[config.mk]
export PLATFORM = sky130hd
export DESIGN_NAME = gpio_port_with_config_lock
export DESIGN_NICKNAME = d
export VERILOG_FILES = /design/src/gplk_pkg.sv /design/src/gplk_in_reg.sv /design/src/gplk_regfile.sv /design/src/gplk_out_reg.sv /design/src/gpio_port_with_config_lock.sv
export SDC_FILE = /design/constraint.sdc
export NUM_CORES = 1
export LEC_CHECK = 0
export ABC_AREA = 1
export BUFFER_PORTS_ARGS = -buffer_cell sky130_fd_sc_hd__buf_2
export CAP_MARGIN = 20
export CORE_UTILIZATION = 45
export DETAILED_ROUTE_END_ITERATION = 6
export GPL_TIMING_DRIVEN = 0
export SLEW_MARGIN = 20
export SYNTH_ARGS = -nofsm -noshare
export SYNTH_HDL_FRONTEND = slang
export SYNTH_SLANG_ARGS = --single-unit
export TNS_END_PERCENT = 5
[constraint.sdc]
create_clock -name clk -period 2.95 [get_ports clk]
set_input_delay 0 -clock clk [delete_from_list [all_inputs] [get_ports clk]]
set_output_delay 0 -clock clk [all_outputs]
set_load 0.005 [all_outputs]
[src/gplk_pkg.sv]
`timescale 1ns / 1ps
package gplk_pkg;

	localparam int PIN_COUNT_DEF = 16;
	localparam int PINS_MAX = 16;
	localparam int IN_DATA_W = 48;
	localparam int IN_USER_W = 4;
	localparam int OUT_DATA_W = 56;
	localparam int KEY_BIT = 16;

	localparam logic [31:0] CFG_RESET = 32'h4444_4444;
	localparam logic [3:0] NIBBLE = 4'hF;

	localparam logic ACT_READ = 1'b0;
	localparam logic ACT_WRITE = 1'b1;

	typedef enum logic [2:0] {
		REG_CRL = 3'd0,
		REG_CRH = 3'd1,
		REG_IDR = 3'd2,
		REG_ODR = 3'd3,
		REG_BSRR = 3'd4,
		REG_BRR = 3'd5,
		REG_LCKR = 3'd6
	} reg_idx_t;

	typedef enum logic [1:0] {
		PH_IDLE = 2'd0,
		PH_FIRST = 2'd1,
		PH_SECOND = 2'd2
	} key_phase_t;

	typedef struct packed {
		logic action;
		logic [2:0] reg_index;
		logic [31:0] write_data;
		logic [15:0] pin_levels;
	} item_in_t;

	typedef struct packed {
		logic [31:0] read_data;
		logic [15:0] out_levels;
		logic lock_active;
	} item_out_t;

endpackage

[src/gplk_in_reg.sv]
`timescale 1ns / 1ps
module gplk_in_reg (
	input logic clk,
	input logic arst_n,
	input logic s_tvalid,
	output logic s_tready,
	input logic [gplk_pkg::IN_DATA_W-1:0] s_tdata,
	input logic [gplk_pkg::IN_USER_W-1:0] s_tuser,
	input logic adv,
	output logic valid_s1,
	output gplk_pkg::item_in_t item_s1
);
	import gplk_pkg::*;

	logic take;

	assign s_tready = !valid_s1 || adv;
	assign take = s_tvalid && s_tready;

	always_ff @(posedge clk or negedge arst_n) begin
		if (!arst_n) begin
			valid_s1 <= 1'b0;
		end else if (s_tready) begin
			valid_s1 <= s_tvalid;
		end
	end

	always_ff @(posedge clk) begin
		if (take) begin
			item_s1.action <= s_tuser[0];
			item_s1.reg_index <= s_tuser[3:1];
			item_s1.write_data <= s_tdata[31:0];
			item_s1.pin_levels <= s_tdata[47:32];
		end
	end

endmodule

[src/gplk_regfile.sv]
`timescale 1ns / 1ps
module gplk_regfile #(
	parameter int PIN_COUNT = gplk_pkg::PIN_COUNT_DEF
) (
	input logic clk,
	input logic arst_n,
	input logic fire,
	input gplk_pkg::item_in_t item,
	output gplk_pkg::item_out_t res
);
	import gplk_pkg::*;

	localparam logic [PINS_MAX-1:0] PIN_MASK =
		PINS_MAX'((33'd1 << PIN_COUNT) - 33'd1);

	logic [31:0] cfg_low_q, cfg_high_q, cfg_low_d, cfg_high_d;
	logic [15:0] latch_q, latch_d;
	logic [15:0] lock_bits_q, lock_bits_d;
	logic lock_key_q, lock_key_d;
	key_phase_t phase_q, phase_d;

	logic [31:0] frz_low, frz_high;
	logic [31:0] rd;
	logic [15:0] lk_mask;
	logic lk_key, lk_same;
	logic is_wr;

	assign is_wr = (item.action == ACT_WRITE);
	assign lk_mask = item.write_data[15:0] & PIN_MASK;
	assign lk_key = item.write_data[KEY_BIT];
	assign lk_same = (lk_mask == lock_bits_q);

	// nibbles held by the lock
	always_comb begin
		for (int i = 0; i < 8; i++) begin
			frz_low[4*i +: 4] = (lock_key_q && lock_bits_q[i]) ? NIBBLE : 4'h0;
			frz_high[4*i +: 4] = (lock_key_q && lock_bits_q[8+i]) ? NIBBLE : 4'h0;
		end
	end

	always_comb begin
		rd = '0;
		if (!is_wr) begin
			case (reg_idx_t'(item.reg_index))
				REG_CRL: rd = cfg_low_q;
				REG_CRH: rd = cfg_high_q;
				REG_IDR: rd = {16'h0, item.pin_levels & PIN_MASK};
				REG_ODR: rd = {16'h0, latch_q};
				REG_LCKR: rd = {15'h0, lock_key_q, lock_bits_q};
				default: rd = '0;
			endcase
		end
	end

	always_comb begin
		cfg_low_d = cfg_low_q;
		cfg_high_d = cfg_high_q;
		latch_d = latch_q;
		lock_bits_d = lock_bits_q;
		lock_key_d = lock_key_q;
		phase_d = phase_q;
		if (is_wr) begin
			case (reg_idx_t'(item.reg_index))
				REG_CRL: cfg_low_d = (cfg_low_q & frz_low) | (item.write_data & ~frz_low);
				REG_CRH: cfg_high_d = (cfg_high_q & frz_high) | (item.write_data & ~frz_high);
				REG_ODR: latch_d = item.write_data[15:0] & PIN_MASK;
				REG_BSRR: latch_d = ((latch_q & ~item.write_data[31:16])
					| item.write_data[15:0]) & PIN_MASK;
				REG_BRR: latch_d = latch_q & ~item.write_data[15:0] & PIN_MASK;
				REG_LCKR: begin
					if (!lock_key_q) begin
						lock_bits_d = lk_mask;
						if (phase_q == PH_FIRST && !lk_key && lk_same) begin
							phase_d = PH_SECOND;
						end else if (phase_q == PH_SECOND && lk_key && lk_same) begin
							phase_d = PH_IDLE;
							lock_key_d = 1'b1;
						end else begin
							phase_d = lk_key ? PH_FIRST : PH_IDLE;
						end
					end
				end
				default: ;
			endcase
		end
	end

	always_ff @(posedge clk or negedge arst_n) begin
		if (!arst_n) begin
			cfg_low_q <= CFG_RESET;
			cfg_high_q <= CFG_RESET;
			latch_q <= '0;
			lock_bits_q <= '0;
			lock_key_q <= 1'b0;
			phase_q <= PH_IDLE;
		end else if (fire) begin
			cfg_low_q <= cfg_low_d;
			cfg_high_q <= cfg_high_d;
			latch_q <= latch_d;
			lock_bits_q <= lock_bits_d;
			lock_key_q <= lock_key_d;
			phase_q <= phase_d;
		end
	end

	assign res.read_data = rd;
	assign res.out_levels = latch_d;
	assign res.lock_active = lock_key_d;

endmodule

[src/gplk_out_reg.sv]
`timescale 1ns / 1ps
module gplk_out_reg (
	input logic clk,
	input logic arst_n,
	input logic load,
	input gplk_pkg::item_out_t res,
	output logic out_ready,
	output logic m_tvalid,
	input logic m_tready,
	output logic [gplk_pkg::OUT_DATA_W-1:0] m_tdata
);
	import gplk_pkg::*;

	item_out_t res_q;

	assign out_ready = !m_tvalid || m_tready;

	always_ff @(posedge clk or negedge arst_n) begin
		if (!arst_n) begin
			m_tvalid <= 1'b0;
		end else if (out_ready) begin
			m_tvalid <= load;
		end
	end

	always_ff @(posedge clk) begin
		if (load) begin
			res_q <= res;
		end
	end

	assign m_tdata = {7'h0, res_q.lock_active, res_q.out_levels, res_q.read_data};

endmodule

[src/gpio_port_with_config_lock.sv]
`timescale 1ns / 1ps
// sixteen-pin gpio port seen as a register file: each input item is one read or write of
// crl, crh, idr, odr, bsrr, brr or lckr, and each gives exactly one result item with the
// read data (zero on writes), the output latch after the access and the lock key state.
// one item is taken every cycle while results are taken; a result is presented when its item
// moves from the input register into the result register, and the port state is updated on
// that same move. a stalled result holds the input once both registers are full. the lckr
// key sequence (bit 16 set, clear, set with the same mask) freezes the lock bits and the
// configuration nibbles of locked pins until reset.
module gpio_port_with_config_lock #(
	parameter int PIN_COUNT = gplk_pkg::PIN_COUNT_DEF
) (
	input logic clk,
	input logic arst_n,
	input logic s_tvalid,
	output logic s_tready,
	input logic [gplk_pkg::IN_DATA_W-1:0] s_tdata,   // write_data, pin_levels
	input logic [gplk_pkg::IN_USER_W-1:0] s_tuser,   // action, reg_index
	output logic m_tvalid,
	input logic m_tready,
	output logic [gplk_pkg::OUT_DATA_W-1:0] m_tdata  // read_data, out_levels, lock_active
);
	import gplk_pkg::*;

	logic valid_s1;
	item_in_t item_s1;
	item_out_t res;
	logic out_ready;
	logic adv;

	assign adv = valid_s1 && out_ready;

	gplk_in_reg u_in (
		.clk(clk),
		.arst_n(arst_n),
		.s_tvalid(s_tvalid),
		.s_tready(s_tready),
		.s_tdata(s_tdata),
		.s_tuser(s_tuser),
		.adv(out_ready),
		.valid_s1(valid_s1),
		.item_s1(item_s1)
	);

	gplk_regfile #(
		.PIN_COUNT(PIN_COUNT)
	) u_regs (
		.clk(clk),
		.arst_n(arst_n),
		.fire(adv),
		.item(item_s1),
		.res(res)
	);

	gplk_out_reg u_out (
		.clk(clk),
		.arst_n(arst_n),
		.load(adv),
		.res(res),
		.out_ready(out_ready),
		.m_tvalid(m_tvalid),
		.m_tready(m_tready),
		.m_tdata(m_tdata)
	);

endmodule

==> results of run 1 <==
## Yosys cell counts
cell type / number / area share (%)
nor3_1: 1 / 0.059
o22ai_1: 43 / 3.2
nand3_1: 39 / 2.3
buf_2: 6 / 0.35
edfxtp_1: 101 / 36
o221ai_1: 1 / 0.10
nor3_2: 2 / 0.23
inv_1: 101 / 4.4
nand2_1: 217 / 9.6
o21bai_1: 1 / 0.088
o21ai_1: 20 / 1.2
conb_1: 1 / 0.044
nor2_2: 2 / 0.15
dfstp_2: 16 / 4.9
nor2_1: 27 / 1.2
inv_2: 1 / 0.044
o21ai_0: 93 / 5.5
buf_1: 7 / 0.31
clkbuf_1: 19 / 0.84
clkinv_1: 2 / 0.088
nand4_1: 23 / 1.7
xor2_1: 3 / 0.31
a41oi_1: 3 / 0.31
a21oi_1: 32 / 1.9
buf_4: 7 / 0.62
nand3_2: 1 / 0.12
dfrtp_1: 85 / 25
## worst paths after layout
kind / start / to / slack [ns]
max: u_in.item_s1[48]$_DFFE_PP_ / u_out.m_tdata[40]$_DFFE_PP_ / 0.42
min: arst_n / asynchronous set/reset pin / 0.09
max reg2reg: u_in.item_s1[48]$_DFFE_PP_ / u_out.m_tdata[40]$_DFFE_PP_ / 0.42
min reg2reg: flip-flop / flip-flop / 0.48
max in group asynchronous: arst_n / asynchronous set/reset pin / 2.46
min in group clk: s_tdata[3] / u_in.item_s1[19]$_DFFE_PP_ / 0.21
## timing repair
item,4_1_cts,5_1_grt
setup buffers,0,0
setup endpoints to repair,0,0
hold buffers,58,0
hold endpoints to repair,145,0
## layer usage
| metal | routed length (µm) | GRT usage, % | share of wire, % |
|---|---|---|---|
| met1 | 10700 | 35.9 | 46 |
| met5 | 0 | 0 | 0 |
| met4 | 575 | 6.77 | 2.5 |
| met2 | 10300 | 37.9 | 45 |
| met3 | 1450 | 3.51 | 6.3 |
## area by class of cell
cell class,instances,area (µm²)
fillers,1601,7570
flip-flops and latches,202,5580
multi-input cells,515,2390
repair buffers,166,1170
clock buffers,34,657
inverters,104,393
well taps,229,287
plain buffers,39,184
clock inverters,6,35.0
## logic make-up (layout without fill, tap and decap cells)
| family | Yosys count | after routing | share of synthesized area [%] |
|---|---|---|---|
| other | 1 | 7 | 0.0440 |
| XOR/XNOR | 3 | 3 | 0.308 |
| flip-flops | 202 | 202 | 65.5 |
| buffers and inverters | 143 | 349 | 6.70 |
| AO/OA/AOI/OAI | 193 | 193 | 12.2 |
| AND/OR/NAND/NOR | 312 | 312 | 15.3 |
## worst max-delay path, stage by stage (launching register included)
cell and delay, ns:
edfxtp_1 0.47, nor2_2 0.36, nand2_1 0.32, nand2_1 0.13, inv_1 0.06, nand2_1 0.05
nand2_1 0.20, clkbuf_1 0.29, o21ai_0 0.23, nand2_1 0.12
## power by group through the flow
stage | sequential [µW] | combinational [µW] | clock (µW)
2_1_floorplan | 4130 | 928 | 0
3_3_place_gp | 4220 | 1390 | 0
3_5_place_dp | 4220 | 1430 | 0
4_1_cts | 4180 | 1500 | 2660
5_1_grt | 4270 | 1720 | 2770
6_report | 4190 | 1510 | 2610
## through the flow
step / setup TNS (ns) / instance area [µm²] / hold slack [ns] / power, µW
6_report: 0 / 10700 / 0.0924 / 8300
5_1_grt: 0 / 10700 / 0.0929 / 8760
4_1_cts: 0 / 10700 / 0.0811 / 8350
3_5_place_dp: 0 / 9420 / -0.0760 / 5650
3_3_place_gp: -46.27 / 9360 / 0.177 / 5610
2_1_floorplan: 0 / 8540 / -0.296 / 5050
==> summary.md, run 1 <==
| Metric | Value |
|---|---|
| Status | complete, no violations |
| Synthesized flop and latch total | 202 |
| Fin worst setup slack | 0.425 ns |
| Most frequent cells in the layout | 217 x nand2_1, 111 x buf_2, 101 x edfxtp_1 |
| Post-synthesis cell type count | 27 |
| Total of max-cap violations | 0 |
| Antenna diode count | 0 |
| DP HPWL | ~16 mm |
| CP Capture Type | flip-flop |
| RePlAce Congestion | 0.856 |
| Reg2Reg Depth | 9 |
| PortBufs | roughly 110 |
| FP Rows | 49 |
| Lkg Pwr | 0.00474 µW |
| Final Non-Filler Cells | 1295 |
| Post-Route Skew | just under 0.009 ns |
| Cells after synthesis | 854 |
| Switch share | just under 30% |
| Wire per inst | 17.8 µm |
| GRT overflow | 0 |
| PD cells | 776 mW/mm² |
| DP Worst Slack | 0.463 ns |
| Setup CP Type | reg2reg |
| Vias per cell | 5.28 |
| DRT antenna net count | 0 |
| Post-layout util | roughly three fifths |
| Worst Path Arrival | 2.76 ns |
| Seq pwr share | 50.5% |
| Net Sw Power | 2410 µW |
| Starting Density | a little under half |
| Final Slew Violations | 0 |
| Vias in the first global route | 6490 |
| Fmax | 396 MHz |
| Slew headroom | 51.3% |
| Largest net degree at the start of global routing | between 60 and 70 |
| CTS Buffer Depth | 3 |
| Fin crit share | 85.6% |
| Commonest non-fill, non-tap cell in the layout | nand2_1 |
| Tmin final | 2.53 ns |
| Sequential share of the synthesized area | 65.5% |
| DRT iter0 DRCs | 606 |
| Area growth syn-to-layout | 25.6% |
| CTS tree | done |
| Clock network power share | 31.4% |
| Final net count | 1106 |
| CORE AREA | ~0.018 mm² |
| Drc violations | 0 |
| Comb power frac | 18.1% |
| Internal | 5890 µW |
| Tightest Pin Transition | 0.730 ns |
| First-pass GRT wire length | around 37 mm |
| Worst Path Max Fanout | 10 |
| Die Y | between 100 and 150 µm |
| DIE WIDTH | 140 µm |
| Placed Cells | approximately 1200 |
| Ys Warns | 0 |
| Final Hold Fails | 0 |
| Worst hold path type | in2async |
| Drt total wl | 23.1 mm |
| Global Route Usage Sum | between 20 and 25% |
| Via Count | 6833 |
| Worst EP required | approximately 3.2 ns |
| H-Tree Depth | 1 |
| Worst ir drop on vdd | 0.399 mV |
| RSZ-0062 raised after global routing | no |
| Insertion delay to the later sink of the worst-skew pair | 0.50 ns |
| Cts bufs inserted | 22 |
| Syn_area_per_cell | 9.98 µm² |
| Clock-pin slew on the worst setup and hold paths | 0.06 ns |
| IO Count | approximately 110 |
| Clock sink total | roughly 200 |
| Setup violators final | 0 |
| PostCTS Resize Cnt | 0 |
| Layout cell share with drive strength beyond 1 | approximately 17% |
| Drt first pass iters | 7 |
| Die area | about 0.019 mm² |
| Initial antenna violation count | 0 |
| CTS root buf | clkbuf_16 |
| Startpoint types | flip-flop |
| Synth Cell Area | 0.00852 mm² |
Power figures use the tool's default switching activity.
==> run 2, diff against run 1 <==
--- a/config.mk
+++ b/config.mk
@@ -15,4 +15,5 @@
 export SYNTH_ARGS = -nofsm -noshare
 export SYNTH_HDL_FRONTEND = slang
+export SYNTH_HIERARCHICAL = 1
 export SYNTH_SLANG_ARGS = --single-unit
 export TNS_END_PERCENT = 5
==> constraint.sdc (replaced) <==
create_clock -name clk -period 2.95 [get_ports clk]
set_input_delay 0.885 -clock clk [delete_from_list [all_inputs] [get_ports clk]]
set_output_delay 0.885 -clock clk [all_outputs]
set_load 0.005 [all_outputs]
==> run 2 against run 1 <==
First-iteration DRC count is 30% lower. Critical path type is now in2reg. Die area up 1.1%. Register-to-register slack got worse by 0.22 ns. Critical path depth is 2 higher. Routed wire length is 7.1% lower. Maximum frequency down 10%. Utilization is 3.8 points lower. Count of clock-buffer cells in the layout down 7. Global-route usage shrank 2.0 points. Non-clock buffer count is 59 lower. Design area shrank 4.3%.
==> summary.md, run 2 <==
| Metric | Value |
|---|---|
| Wire per inst | 17.4 µm |
| Global Route Usage Sum | roughly 22% |
| Fmax | 355 MHz |
| Worst path bufs/invs | 4 |
| GRT overflow | 0 |
| Antenna diode count | 0 |
| Fin worst setup slack | around 0.13 ns |
| Initial antenna violation count | 0 |
| R2R setup slack | roughly 0.20 ns |
| Slowest cell on crit path | nor4_4 |
| Total of max-cap violations | 0 |
| Compound-Gate Fraction of Synth Area | between 10% and 20% |
| Insertion delay to the later sink of the worst-skew pair | between 0.5 and 0.6 ns |
| Clock sink total | just over 200 |
| Synth Area in Adders | 0% |
| Crit Reg-Reg Startpoint | u_out/m_tvalid$_DFFE_PN0P_ |
| Synth top cells by count | 225 x nand2_1, 105 x inv_1, 101 x edfxtp_1 |
| DP Worst Slack | -0.388 ns |
| CTS tree | done |
| Post-Route Skew | 0.0180 ns |
| Via Count | 6411 |
| Synth Area in XOR/XNOR | less than 1% |
| Seq pwr share | ~51% |
| Post-synthesis cell type count | 32 |
| Worst Path Max Fanout | 11 |
| Post-layout util | 54.7% |
| Setup TNS | 0 ns |
| Mux cell area share after synthesis | 0% |
| Tmin final | about 2.8 ns |
| Number of flops mapped to enable cells by yosys | 101 |
| Net Sw Power | 2180 µW |
| Largest cells by area after synthesis | edfxtp_1 35%, dfrtp_1 25%, nand2_1 9.8%, dfstp_2 4.9%, o21ai_0 4.7% |
| Synth Cell Area | 0.00861 mm² |
| Top_reg_cell synth | edfxtp_1 |
| Syn_area_per_cell | 10.3 µm² |
| Crit path max-delay family | simple AND/OR/NAND/NOR gates |
| Layout cell share with drive strength beyond 1 | 21.3% |
| PortBufs | 106 |
| Area growth syn-to-layout | 18.9% |
| Most frequent cell after synthesis | nand2_1 |
| CP cell instances | buf_2 -> inv_1 -> nand2_2 -> nand2_1 -> clkinvlp_4 -> buf_4 -> nand2_1 -> nor4_4 -> o21ai_1 -> nand2_1 -> o21ai_0 |
| Worst setup path startpoint | m_tready |
| Area share of the largest cell type after synthesis | 35.2% |
| Drt first pass iters | 5 |
| Starting Density | 46.1% |
| PD cells | ~750 mW/mm² |
| DRT antenna net count | 0 |
| Final net count | 1035 |
| Cells after synthesis | 838 |
| Critical path's most frequent cell | nand2_1 |
| Final Hold Fails | 0 |
| Largest net degree at the start of global routing | 57 |
| Worst path depth | 11 |
| Synthesized flop and latch total | 202 |
| Final Slew Violations | 0 |
| Tightest Pin Transition | 0.814 ns |
| CP Capture Type | flip-flop |
| Drc violations | 0 |
| DIE WIDTH | between 100 and 150 µm |
| IO Count | approximately 110 |
| CTS Buffer Depth | 3 |
| Overall Power | 7670 µW |
| FFs w/ async S/R, synth | 50.0% |
| RePlAce Congestion | 0.834 |
| Cts bufs inserted | 22 |
| Ys Warns | 6 |
| Lkg Pwr | 0.00457 µW |
| Sequential share of the synthesized area | 64.8% |
| Reg2Reg Depth | 9 |
| Fin crit share | 95.5% |
| FP Rows | 50 |
| CORE AREA | about 0.019 mm² |
| Main combinational cell family by area after synthesis | simple AND/OR/NAND/NOR gates |
| Switch share | 28.4% |
| Die Y | 140 µm |
| Clock network power share | 32.5% |
| Internal | around 5500 µW |
| Commonest non-fill, non-tap cell in the layout | nand2_1 |
| Vias per cell | 5.22 |
| Slew headroom | 45.4% |
| Comb power frac | 16.2% |
| DP HPWL | about 15 mm |
| Worst Path Arrival | approximately 3.2 ns |
| Placed Cells | 1188 |
| Worst ir drop on vdd | between 0.4 and 0.5 mV |
| DRT iter0 DRCs | 427 |
| Setup violators final | 0 |
| Setup CP Type | in2reg |
| Vias in the first global route | between 6000 and 7000 |
| Drt total wl | 21.4 mm |
| CTS root buf | clkbuf_16 |
| Worst EP required | 3.30 ns |
| RSZ-0062 raised after global routing | yes |
| CP peak stage delay | 0.49 ns |
| Clock-pin slew on the worst setup and hold paths | 0.06 ns |
| Synth Area in Simple Gates | 14.5% |
| First-pass GRT wire length | roughly 34 mm |
| Worst hold path type | in2async |
| Status | complete, no violations |
| Final Non-Filler Cells | 1229 |
| Die area | 0.0197 mm² |
| Startpoint types | input pin |
| Area leader, netlist | edfxtp_1 |
| H-Tree Depth | 1 |
| Most frequent cells in the layout | 225 x nand2_1, 113 x buf_2, 104 x inv_1 |
[run 2: changes by cell type in the layout (fill, tap and decap cells not counted), moves of 7 or more]
cell / before / now
clkbuf_1: 25 / 15
dlygate4sd3_1: 57 / 0
o21ai_2: 0 / 10
o21ai_0: 93 / 81
o22ai_1: 43 / 50
a21oi_1: 32 / 17
nand2_1: 217 / 225
nand3_1: 39 / 3
a211oi_1: 0 / 16
[run 2: worst register-to-register path, cell delays in order (launching register included)]
cell        delay, ns
dfrtp_1          0.39
nand2_2          0.10
nand2_1          0.14
clkinvlp_4       0.33
buf_4            0.25
nand2_1          0.22
nor4_4           0.49
o21ai_1          0.43
nand2_1          0.14
o21ai_0          0.10
[run 2: kinds of logic after synthesis]
kind of cell,count (synthesis)
buf+inv,147
compound gates,197
other cells,1
flops,202
simple gates,288
xor+xnor,3
[run 2: how the worst max path moves through the flow]
stage | slack (ns) | endpoint
2_1_floorplan | 0.05 | flip-flop
6_report | 0.13 | flip-flop
4_1_cts | 0.12 | flip-flop
3_3_place_gp | -0.88 | flip-flop
3_5_place_dp | -0.39 | flip-flop
5_1_grt | -0.02 | flip-flop
[run 2: cell type report]
class	instances	area, µm²
fill	1695	8470
sequential	202	5580
multi-input combinational	495	2440
timing repair buffer	110	639
clock buffer	27	579
inverter	111	420
tap	234	293
buffer	36	213
clock inverter	13	70.1
timing repair inverter	1	5.00
[run 2: repair_timing]
item,4_1_cts,5_1_grt
setup endpoints to repair,0,7
gates resized for setup,0,0
hold buffers,0,0
setup buffers,0,0
[run 2: stage by stage]
stage	hold WS (ns)	instance area [µm²]
global route	0.376	10200
detailed placement	0.469	9580
global placement	0.465	9480
finish	0.349	10200
floorplan	0.453	8650
CTS	0.350	10200
[run 2: power by group through the flow]
stage	Sequential [µW]	Combinational (µW)	Clock, µW
4_1_cts	3940	1240	2570
2_1_floorplan	3920	802	0
5_1_grt	4000	1420	2680
6_report	3940	1240	2490
3_5_place_dp	3980	1230	0
3_3_place_gp	3980	1180	0
[run 2: per-layer routing]
| metal | track usage (%) | vias up | routed length, µm |
|---|---|---|---|
| met4 | 8.04 | 0 | 610 |
| li1 | - | 3101 | - |
| met2 | 34.6 | 204 | 9860 |
| met3 | 3.35 | 45 | 1090 |
| met5 | 0 | - | 0 |
| met1 | 32.2 | 3061 | 9860 |
==> run 3, diff against run 2 <==
Settings changed: ABC_AREA 1 to not set, GPL_TIMING_DRIVEN 0 to 1.
==> run 3 against run 2 <==
Sequential share of layout area down 0.060 points. Worst hold slack better by 0.026 ns. Routed wire length down 9.2%. Largest power group unchanged. Setup slack better by 0.50 ns.
==> summary.md, run 3 <==
| Metric | Value |
|---|---|
| Most frequent cells in the layout | 105 x buf_2, 101 x edfxtp_1, 85 x dfrtp_1 |
| Largest cells by area after synthesis | edfxtp_1 35%, dfrtp_1 24%, mux2_2 9.3%, mux2i_1 5.6%, dfstp_2 4.8% |
| RePlAce Congestion | 0.798 |
| FP Rows | 50 |
| H-Tree Depth | 1 |
| Largest net degree at the start of global routing | 60 |
| FFs w/ async S/R, synth | between 50% and 60% |
| CTS tree | done |
| CTS root buf | clkbuf_16 |
| Sequential share of the synthesized area | 63.8% |
| Slew headroom | 44.6% |
| Antenna diode count | 0 |
| DRT antenna net count | 0 |
| Number of flops mapped to enable cells by yosys | 101 |
| Final Hold Fails | 0 |
| Die Y | 141 µm |
| Fmax | approximately 430 MHz |
| Syn_area_per_cell | 14.3 µm² |
| Synth top cells by count | 101 x edfxtp_1, 85 x dfrtp_1, 72 x mux2_2 |
| Post-CTS Setup Inserts | 0 |
| Die area | between 0.015 and 0.02 mm² |
| Post-Route Skew | 0.00760 ns |
| PortBufs | 106 |
| Clock sink total | ~200 |
| PostCTS Resize Cnt | 0 |
| Drt total wl | 19.5 mm |
| Worst hold path type | in2async |
| Total of max-cap violations | 0 |
| Area growth syn-to-layout | 17.2% |
| DRT iter0 DRCs | 218 |
| Mux cell area share after synthesis | 16.1% |
| DIE WIDTH | 141 µm |
| Most frequent cell after synthesis | edfxtp_1 |
| Lkg Pwr | about 0.0042 µW |
| Layout cell share with drive strength beyond 1 | 35.4% |
| Fill cells | 1621 |
| Clock-pin slew on the worst setup and hold paths | 0.06 ns |
| Compound-Gate Fraction of Synth Area | under 10% |
| Wire per inst | just under 20 µm |
| Synth Area in Simple Gates | 6.30% |
| RSZ-0062 raised after global routing | no |
| First-pass GRT wire length | 30.3 mm |
| Vias per cell | approximately 5.3 |
| Hold buffers post-CTS | 0 |
| Synth Area in Adders | 0% |
| Worst EP required | 3.34 ns |
| CTS Buffer Depth | 3 |
| Drc violations | 0 |
| Placed cell area | 0.00955 mm² |
| Final net count | 781 |
| Top_reg_cell synth | edfxtp_1 |
| Worst Path Arrival | 2.70 ns |
| Area leader, netlist | edfxtp_1 |
| CP Capture Type | flip-flop |
| Global Route Usage Sum | 19.9% |
| Cts bufs inserted | 22 |
| Worst ir drop on vdd | 0.384 mV |
| Commonest non-fill, non-tap cell in the layout | buf_2 |
| PD cells | 771 mW/mm² |
| Post-synthesis cell type count | 41 |
| Main combinational cell family by area after synthesis | multiplexers |
| Tmin final | 2.32 ns |
| Worst Path Max Fanout | 17 |
| Final Non-Filler Cells | 1001 |
| Setup CP Type | reg2reg |
| Post-route cell area | 0.0102 mm² |
| Final Slew Violations | 0 |
| Startpoint types | flip-flop |
| Overall Power | ~7900 µW |
| Starting Density | 46.3% |
| DP HPWL | between 10 and 15 mm |
| Synthesized flop and latch total | between 200 and 250 |
| Insertion delay to the later sink of the worst-skew pair | 0.50 ns |
| IO Count | 114 |
| Vias in the first global route | 5597 |
| Status | complete, no violations |
| Synth Cell Area | 0.00874 mm² |
| CORE AREA | 0.0189 mm² |
| GRT overflow | 0 |
| Post-layout util | between 50% and 60% |
| Drt first pass iters | 5 |
| Setup TNS | 0 ns |
| Placed Cells | 961 |
| Area share of the largest cell type after synthesis | between 30% and 40% |
| Initial antenna violation count | 0 |
| Cells after synthesis | ~610 |
| Tightest Pin Transition | 0.830 ns |
| Fin crit share | 78.5% |
| Ys Warns | 6 |
| Via Count | 5338 |
| Setup violators final | 0 |
| Synth Area in XOR/XNOR | 1.60% |
==> run 3: changes by cell type after synthesis, moves of 13 or more <==
cell / previous run / this run
a211oi_1: 16 / 0
a21oi_1: 18 / 34
a22o_1: 0 / 33
a22oi_1: 0 / 16
inv_1: 105 / 2
mux2_2: 0 / 72
mux2i_1: 0 / 49
nand2_1: 225 / 46
nand4_1: 17 / 4
o21ai_0: 81 / 16
o21ai_1: 21 / 0
o22ai_1: 50 / 0
xnor2_1: 0 / 16
==> run 3: worst max-delay path, cell delays in order (launching register included) <==
cell and delay, ns:
edfxtp_1 0.58, nand2b_4 0.31, or3_1 0.53, buf_12 0.21, a21oi_4 0.19, mux2_2 0.37
==> run 3: layout make-up <==
cell class,count,area [µm²],area share (%)
Inverter,2,7.51,0.0732
Multi-Input combinational cell,376,2960,28.8
Tap cell,260,325,3.17
Clock buffer,35,651,6.35
Sequential cell,202,5580,54.4
Clock inverter,5,47.5,0.464
Timing Repair Buffer,121,683,6.67
==> run 3: logic make-up (layout without fill, tap and decap cells) <==
| group | Yosys count | in the layout |
|---|---|---|
| DFF | 202 | 202 |
| muxes | 129 | 129 |
| and+or+nand+nor | 113 | 113 |
| AOI/OAI and AO/OA | 111 | 111 |
| buffers and inverters | 41 | 163 |
| xor gates and xnor gates | 16 | 16 |
| other | 1 | 7 |
==> run 3: report_power, final <==
group	internal, µW	switching, µW
logic	664	511
registers	3650	439
clock network	1590	1050
total	5910	2000
==> run 3: path summary, 6_finish.rpt <==
| check | startpoint | to | slack, ns | cells after the start |
|---|---|---|---|---|
| worst min register to register | flip-flop | flip-flop | 0.49 | 1 |
| worst max register to register | u_in/item_s1[50]$_DFFE_PP_ | flip-flop | 0.63 | 5 |
| max in group asynchronous | arst_n | asynchronous set/reset pin | 1.80 | 2 |
| worst min-delay path | arst_n | asynchronous set/reset pin | 0.37 | 1 |
| worst max-delay path | u_in/item_s1[50]$_DFFE_PP_ | flip-flop | 0.63 | 5 |
| min in group clk | flip-flop | flip-flop | 0.49 | 1 |
==> run 3: layer usage <==
| layer | track usage, % | share of wire [%] | vias to the layer above |
|---|---|---|---|
| li1 | - | - | 2480 |
| met1 | 25.6 | 42 | 2695 |
| met2 | 34.4 | 51 | 130 |
| met3 | 3.04 | 4.5 | 33 |
| met4 | 6.79 | 2.3 | 0 |
| met5 | 0 | 0 | - |
==> run 3: per-stage QoR <==
| step | hold slack, ns | setup slack [ns] |
|---|---|---|
| floorplan | 0.457 | 0.129 |
| global placement | 0.472 | 0.221 |
| detailed placement | 0.487 | 0.139 |
| CTS | 0.379 | 0.675 |
| global route | 0.410 | 0.534 |
| finish | 0.374 | 0.634 |
